### src/rtl/ipv6ulc_pkg.sv
// ----------------------------------------------------------------------------
// ipv6ulc_pkg
// Shared types, constants and helpers for the IPv6 upper-layer checksum block.
// ----------------------------------------------------------------------------
`default_nettype none

package ipv6ulc_pkg;

   // configuration register indexes
   localparam int unsigned CsrIndexWidth = 1;
   localparam logic [CsrIndexWidth-1:0] CsrInterfaceId = 1'b0;
   localparam logic [CsrIndexWidth-1:0] CsrHasAddress  = 1'b1;
   localparam int unsigned CsrDataWidth = 64;

   // protocol constants
   localparam logic [15:0] LinkLocalTop    = 16'hfe80;
   localparam logic [15:0] Dhcp6ServerPort = 16'd547;
   localparam logic [15:0] NhIcmpv6        = 16'd58;
   localparam logic [15:0] NhUdp           = 16'd17;
   localparam logic [11:0] UdpHdrBytes     = 12'd8;
   localparam logic [11:0] Ipv6PppBytes    = 12'd42;   // ipv6 header plus ppp protocol field
   localparam logic [11:0] MaxFrame        = 12'd2048;

   // partial sums of up to eight 16-bit terms
   localparam int unsigned PartWidth = 19;
   localparam int unsigned SeedWideWidth = PartWidth + 2;

   typedef struct packed {
      logic        first;
      logic        last;
      logic        half;
      logic [15:0] word;
      logic        is_udp;
      logic [63:0] dst_high;
      logic [63:0] dst_low;
      logic [15:0] dst_port;
      logic [10:0] payload_bytes;
   } req_type;

   typedef struct packed {
      logic [15:0] checksum;
      logic [11:0] frame_length;
      logic        too_big;
   } rsp_type;

   typedef struct packed {
      logic [PartWidth-1:0] src;
      logic [PartWidth-1:0] dst;
      logic [PartWidth-1:0] misc;
   } hdr_sum_type;

   // end-around-carry fold of the three pseudo-header partial sums
   function automatic logic [15:0] fold_seed(input hdr_sum_type sums);
      logic [SeedWideWidth-1:0] wide;
      logic [16:0]              once;
      wide = SeedWideWidth'(sums.src) + SeedWideWidth'(sums.dst)
           + SeedWideWidth'(sums.misc);
      once = 17'(wide[15:0]) + 17'(wide[SeedWideWidth-1:16]);
      return once[15:0] + 16'(once[16]);
   endfunction

endpackage

`default_nettype wire

### src/rtl/ipv6ulc_pseudo_hdr.sv
// ----------------------------------------------------------------------------
// ipv6ulc_pseudo_hdr
// Pseudo-header and udp header partial sums plus frame length for one packet.
// ----------------------------------------------------------------------------
`default_nettype none

module ipv6ulc_pseudo_hdr (
   input  wire ipv6ulc_pkg::req_type     req,
   input  wire logic [63:0]              interface_id,
   input  wire logic                     has_address,
   output ipv6ulc_pkg::hdr_sum_type      sums,
   output logic [11:0]                   frame_length
);

   logic [11:0] ul_len;

   always_comb begin
      ul_len = 12'(req.payload_bytes) + (req.is_udp ? ipv6ulc_pkg::UdpHdrBytes : 12'd0);

      sums.src = '0;
      if (has_address) begin
         sums.src = ipv6ulc_pkg::PartWidth'(ipv6ulc_pkg::LinkLocalTop);
         for (int i = 0; i < 4; i++) begin
            sums.src = sums.src + ipv6ulc_pkg::PartWidth'(interface_id[16*i +: 16]);
         end
      end

      sums.dst = '0;
      for (int i = 0; i < 4; i++) begin
         sums.dst = sums.dst + ipv6ulc_pkg::PartWidth'(req.dst_high[16*i +: 16])
                  + ipv6ulc_pkg::PartWidth'(req.dst_low[16*i +: 16]);
      end

      // upper half of the 32-bit length is always zero
      sums.misc = ipv6ulc_pkg::PartWidth'(ul_len);
      if (req.is_udp) begin
         sums.misc = sums.misc + ipv6ulc_pkg::PartWidth'(ipv6ulc_pkg::NhUdp)
                   + ipv6ulc_pkg::PartWidth'(ipv6ulc_pkg::Dhcp6ServerPort)
                   + ipv6ulc_pkg::PartWidth'(req.dst_port)
                   + ipv6ulc_pkg::PartWidth'(ul_len);
      end else begin
         sums.misc = sums.misc + ipv6ulc_pkg::PartWidth'(ipv6ulc_pkg::NhIcmpv6);
      end

      frame_length = ul_len + ipv6ulc_pkg::Ipv6PppBytes;
   end

endmodule

`default_nettype wire

### src/rtl/ipv6_upper_layer_checksum.sv
// ----------------------------------------------------------------------------
// ipv6_upper_layer_checksum
// Ones-complement checksum over the ipv6 pseudo-header, optional udp header
// and a stream of 16-bit payload words; one result per packet on the last beat.
//
//   channel  | ports                          | direction
//   ---------+--------------------------------+----------
//   request  | req_valid req_ready req_data   | in
//   response | rsp_valid rsp_ready rsp_data   | out
//   csr      | csr_we csr_index csr_wdata     | in
//
// One payload word per cycle unless the response stalls; a result for its last
// beat passes input register, partial sums, seed fold and accumulate in order.
// The end-around-carry accumulate into the running-sum register sets the rate.
// A stalled response freezes the whole pipeline and drops req_ready.
// Synchronous reset clears the configuration, pipeline valids, running sum and frame length.
// ----------------------------------------------------------------------------
`default_nettype none

module ipv6_upper_layer_checksum (
   input  wire logic                                      clock,
   input  wire logic                                      reset,
   input  wire logic                                      req_valid,
   output logic                                           req_ready,
   input  wire ipv6ulc_pkg::req_type                      req_data,
   output logic                                           rsp_valid,
   input  wire logic                                      rsp_ready,
   output ipv6ulc_pkg::rsp_type                           rsp_data,
   input  wire logic                                      csr_we,
   input  wire logic [ipv6ulc_pkg::CsrIndexWidth-1:0]     csr_index,
   input  wire logic [ipv6ulc_pkg::CsrDataWidth-1:0]      csr_wdata
);

   logic advance;

   // configuration
   logic [63:0] interface_id_ff, interface_id_in;
   logic        has_address_ff, has_address_in;

   // stage 0: input register
   logic                 s0_valid_ff, s0_valid_in;
   ipv6ulc_pkg::req_type s0_ff;

   // stage 1: partial sums
   ipv6ulc_pkg::hdr_sum_type sums;
   logic [11:0]              frame_length;
   logic                     s1_valid_ff, s1_valid_in;
   ipv6ulc_pkg::hdr_sum_type s1_sums_ff;
   logic [15:0]              s1_word_ff, s1_word_in;
   logic                     s1_first_ff, s1_last_ff;
   logic [11:0]              s1_frame_ff;

   // stage 2: folded seed
   logic        s2_valid_ff, s2_valid_in;
   logic [15:0] s2_seed_ff, s2_seed_in;
   logic [15:0] s2_word_ff;
   logic        s2_first_ff, s2_last_ff;
   logic [11:0] s2_frame_ff;

   // accumulate and result
   logic [15:0]          running_sum_ff, running_sum_in;
   logic [11:0]          frame_ff, frame_in;
   logic [15:0]          acc_base;
   logic [16:0]          acc_sum;
   logic                 rsp_valid_ff, rsp_valid_in;
   ipv6ulc_pkg::rsp_type rsp_ff, rsp_in;

   assign advance   = !rsp_valid_ff || rsp_ready;
   assign req_ready = advance;
   assign rsp_valid = rsp_valid_ff;
   assign rsp_data  = rsp_ff;

   always_comb begin
      interface_id_in = interface_id_ff;
      has_address_in  = has_address_ff;
      if (csr_we) begin
         case (csr_index)
            ipv6ulc_pkg::CsrInterfaceId: interface_id_in = csr_wdata;
            ipv6ulc_pkg::CsrHasAddress:  has_address_in  = csr_wdata[0];
            default: ;
         endcase
      end
   end

   ipv6ulc_pseudo_hdr u_pseudo_hdr (
      .req          (s0_ff),
      .interface_id (interface_id_ff),
      .has_address  (has_address_ff),
      .sums         (sums),
      .frame_length (frame_length)
   );

   always_comb begin
      s0_valid_in = advance ? req_valid : s0_valid_ff;
      s1_valid_in = advance ? s0_valid_ff : s1_valid_ff;
      s2_valid_in = advance ? s1_valid_ff : s2_valid_ff;

      // only the high byte counts on a short final word
      s1_word_in = (s0_ff.last && s0_ff.half) ? {s0_ff.word[15:8], 8'h00} : s0_ff.word;
      s2_seed_in = ipv6ulc_pkg::fold_seed(s1_sums_ff);

      acc_base = s2_first_ff ? s2_seed_ff : running_sum_ff;
      acc_sum  = 17'(acc_base) + 17'(s2_word_ff);

      running_sum_in = running_sum_ff;
      frame_in       = frame_ff;
      if (advance && s2_valid_ff) begin
         running_sum_in = acc_sum[15:0] + 16'(acc_sum[16]);
         if (s2_first_ff) begin
            frame_in = s2_frame_ff;
         end
      end

      rsp_valid_in = rsp_valid_ff && !rsp_ready;
      rsp_in       = rsp_ff;
      if (advance && s2_valid_ff && s2_last_ff) begin
         rsp_valid_in        = 1'b1;
         rsp_in.checksum     = ~running_sum_in;
         rsp_in.frame_length = frame_in;
         rsp_in.too_big      = frame_in > ipv6ulc_pkg::MaxFrame;
      end
   end

   always_ff @(posedge clock) begin
      if (reset) begin
         interface_id_ff <= '0;
         has_address_ff  <= 1'b0;
         s0_valid_ff     <= 1'b0;
         s1_valid_ff     <= 1'b0;
         s2_valid_ff     <= 1'b0;
         running_sum_ff  <= '0;
         frame_ff        <= '0;
         rsp_valid_ff    <= 1'b0;
      end else begin
         interface_id_ff <= interface_id_in;
         has_address_ff  <= has_address_in;
         s0_valid_ff     <= s0_valid_in;
         s1_valid_ff     <= s1_valid_in;
         s2_valid_ff     <= s2_valid_in;
         running_sum_ff  <= running_sum_in;
         frame_ff        <= frame_in;
         rsp_valid_ff    <= rsp_valid_in;
      end
   end

   always_ff @(posedge clock) begin
      if (advance) begin
         s0_ff       <= req_data;
         s1_sums_ff  <= sums;
         s1_word_ff  <= s1_word_in;
         s1_first_ff <= s0_ff.first;
         s1_last_ff  <= s0_ff.last;
         s1_frame_ff <= frame_length;
         s2_seed_ff  <= s2_seed_in;
         s2_word_ff  <= s1_word_ff;
         s2_first_ff <= s1_first_ff;
         s2_last_ff  <= s1_last_ff;
         s2_frame_ff <= s1_frame_ff;
      end
      rsp_ff <= rsp_in;
   end

   // a final beat leaving the pipeline always lands in the response register
   a_last_to_rsp : assert property (@(posedge clock) disable iff (reset)
      advance && s2_valid_ff && s2_last_ff |=> rsp_valid_ff)
      else $error("final beat did not produce a response");

   // running sum only moves when the pipeline advances with a beat
   a_sum_frozen : assert property (@(posedge clock) disable iff (reset)
      !(advance && s2_valid_ff) |=> $stable(running_sum_ff) && $stable(frame_ff))
      else $error("running sum changed without a beat");

   // a new response only comes from a final beat
   a_rsp_source : assert property (@(posedge clock) disable iff (reset)
      $rose(rsp_valid_ff) |-> $past(s2_valid_ff && s2_last_ff))
      else $error("response raised without a final beat");

endmodule

`default_nettype wire

### config.mk
export PLATFORM = sky130hd
export DESIGN_NAME = ipv6_upper_layer_checksum
export DESIGN_NICKNAME = d
export VERILOG_FILES = /design/src/rtl/ipv6ulc_pkg.sv /design/src/rtl/ipv6ulc_pseudo_hdr.sv /design/src/rtl/ipv6_upper_layer_checksum.sv
export SDC_FILE = /design/constraint.sdc
export NUM_CORES = 1
export LEC_CHECK = 0
export BUFFER_PORTS_ARGS = -buffer_cell sky130_fd_sc_hd__buf_2
export CORE_UTILIZATION = 53
export DETAILED_ROUTE_END_ITERATION = 6
export PLACE_DENSITY = 0.74
export SYNTH_ARGS = -nofsm -noshare
export SYNTH_HDL_FRONTEND = slang
export SYNTH_SLANG_ARGS = --single-unit
### constraint.sdc
create_clock -name clock -period 19.7 [get_ports clock]
set_input_delay 0.985 -clock clock [delete_from_list [all_inputs] [get_ports clock]]
set_output_delay 0.985 -clock clock [all_outputs]
set_load 0.02 [all_outputs]
==> flow_summary.toml <==
[run_status]
status = "complete, no violations"

[cts]
clock_latency_ns = 0.58
htreeDepth = 2
cts_resized = 0
clk_path_buf_depth = 3
hold_buffers = 0
numClockSinks = 432
clk_pin_slew_ns = 0.06
cts_buffers = 47
cts_setup_buffers = 0
cts-root-buf = "clkbuf_16"
cts_tree = "done"

[global_routing]
grt_pass1_wl_um = 75200
grt_pass1_vias = 15400
overflow = 0
track_usage = 0.213
antenna_found_initial = 1
grt_max_degree = 98

[sta]
finalSetupViolCount = 0
hold_viol_final = 0
slew_headroom = 0.171
clock.fmax_ghz = 0.130
fin_hold_ws_ns = 0.413
rsz0062_at_grt = "no"
setup_tns_ns = 0
drv_slew = 0
worst_pin_slew_ns = 1.24
fin_skew_ns = 0.0221
fin_crit_sh = 0.390
fin_crit_ns = 7.68

[finish]
layout_common_cells = "edfxtp_1 (335), buf_2 (275), inv_1 (209)"
finalNonFillerCells = 2883
final_nets = 2773
drive_above_1_share = 0.178
fillers = 3406
mostFrequentLayoutCell = "edfxtp_1"
final_cell_area_mm2 = 0.0270
area_growth_syn_to_layout_pct = 14.5

[power_and_ir_drop]
clock_power_share = 0.212
p_int_mw = 2.46
p_sw_mw = 1.49
comb_power_share = 0.480
p_sw_frac = 0.377
p_leak_nw = 11.8
ir_worst_vdd_uv = 80.3
power_frac_seq = 0.308
power_density_mw_per_mm2 = 146

[place]
placed_area_mm2 = 0.0255
dpl.cell_count = 2795
dp_hpwl_um = 36100
place_congestion = 0.916
numPortBuffers = 275

[routing]
detail_route.iter0.violations = 767
wl_per_cell_um = 16.4
vias = 15200
wirelength_um = 47200
first_pass_iters = 7
drc = 0
avgViaCountPerCell = 5.28
drtAntennaViolNets = 0

[worst_setup_path]
reg2reg_depth = 29
critical_path_class = "reg -> reg"
cp_max_fo = 6
worst_setup_path_start_kind = "flip-flop"
max_stage_delay_ns = 0.58
slowest_stage = "nor4_1"
cp-startpoint = "s1_sums_ff[1]$_DFFE_PN_"
cp.arrival_ns = 7.99
cp-end-kind = "flip-flop"
worstReg2RegStart = "s1_sums_ff[1]$_DFFE_PN_"
critPathRequiredTime_ns = 20.01

[synth]
syn_inst = 1980
synth_top_area_frac = 0.426
synth-seq-cells = 432
synth_top_area_cell = "edfxtp_1"
yosys_warnings = 0
synth_area_leaders = "edfxtp_1 (43%), fa_1 (11%), dfxtp_1 (8.2%), ha_1 (7.2%), inv_1 (3.3%)"
synth_edf_count = 335
synthArstFlopShare = 0
synth_cell_types = 76
syn_area_per_cell_um2 = 11.9
ys_seq_area_frac = 0.509
syn_nets = 2494
ys.flop_type = "edfxtp_1"
synth_area_mm2 = 0.0236

[flow_run]
drv_cap = 0

[die]
dieArea_mm2 = 0.0454
rows = 76
dieWidth_um = 213
core_mm2 = 0.0435
fp.dieH_um = 213
ios = 276
start_util = 0.543

[worst_hold_path]
min_from = "s1_frame_ff[1]$_DFFE_PN_"
hold_class = "reg -> reg"
min_path_cells = 0
-- final cells by class --
type / count / area (µm²) / area share
Antenna cell: 1 / 2.50 / 0.0000926
Clock buffer: 61 / 1300 / 0.0481
Clock inverter: 26 / 180 / 0.00667
Inverter: 209 / 785 / 0.0290
Multi-Input combinational cell: 1289 / 10600 / 0.393
Sequential cell: 432 / 12000 / 0.444
Tap cell: 585 / 732 / 0.0271
Timing Repair Buffer: 280 / 1410 / 0.0523
-- per-stage QoR --
stage / power (mW) / worst slack, ns / utilization
2_1_floorplan: 2.68 / 7.27 / -
3_3_place_gp: 3.10 / 12.62 / 0.588
4_1_cts: 3.98 / 12.13 / 0.622
3_5_place_dp: 3.13 / 12.19 / 0.588
5_1_grt: 4.26 / 11.42 / 0.622
6_report: 3.95 / 12.02 / 0.622
-- kinds of logic after synthesis --
kind of cell	share of synthesized area
other cells	0.000159
simple gates	0.103
flops	0.509
xor+xnor	0.0475
mux	0.0221
buf+inv	0.0425
compound gates	0.0914
fa+ha+maj	0.185
-- power by group through the flow --
stage | clock network (mW) | registers (mW) | logic (mW)
2_1_floorplan | 0 | 1.22 | 1.46
3_3_place_gp | 0 | 1.23 | 1.87
3_5_place_dp | 0 | 1.24 | 1.89
4_1_cts | 0.860 | 1.22 | 1.90
5_1_grt | 0.892 | 1.23 | 2.14
6_report | 0.836 | 1.22 | 1.90
-- flip-flops by register name, summed over array words and instances, names as in the netlist --
register / cells
s0_ff: 175
interface_id_ff: 64
s1_sums_ff: 55
rsp_data: 29
running_sum_ff: 16
s1_word_ff: 16
s2_seed_ff: 16
s2_word_ff: 16
frame_ff: 12
s1_frame_ff: 12
s2_frame_ff: 12
has_address_ff: 1
rsp_valid: 1
s0_valid_ff: 1
s1_first_ff: 1
s1_last_ff: 1
s1_valid_ff: 1
s2_first_ff: 1
s2_last_ff: 1
s2_valid_ff: 1
-- synth_stat cells (25+ instances only) --
cell type  instances
o21ai_0           45
nor2_1           103
nand2_1          206
nor3_1            31
mux2i_1           25
clkbuf_1          42
xnor2_1           85
dfxtp_1           97
edfxtp_1         335
fa_1             134
nand3_1           33
ha_1             135
xor2_1            43
inv_1            209
a21oi_1          137
-- final timing paths --
check | endpoint | slack (ns)
worst min register to register | s2_frame_ff[1]$_DFFE_PN_ | 0.41
worst max-delay path | s2_seed_ff[14]$_DFFE_PN_ | 12.02
worst min-delay path | s2_frame_ff[1]$_DFFE_PN_ | 0.41
worst max register to register | s2_seed_ff[14]$_DFFE_PN_ | 12.02
-- metal layers --
metal  track usage  part of all wire  vias up
met3        0.0340             0.045       82
li1              -                 -     7473
met5             0           0.00028        -
met4        0.0710             0.026        2
met2         0.374              0.51      361
met1         0.267              0.42     7309
-- critical path, delay by kind of cell, from the launching register on --
kind	cells	cell delay (ns)
AOI/OAI and AO/OA	10	2.05
xor gates and xnor gates	2	0.44
adders and majority gates	6	1.83
buffers and inverters	1	0.06
DFF	1	0.39
and+or+nand+nor	10	2.63
Note: power is estimated with default switching activity, not from simulation.
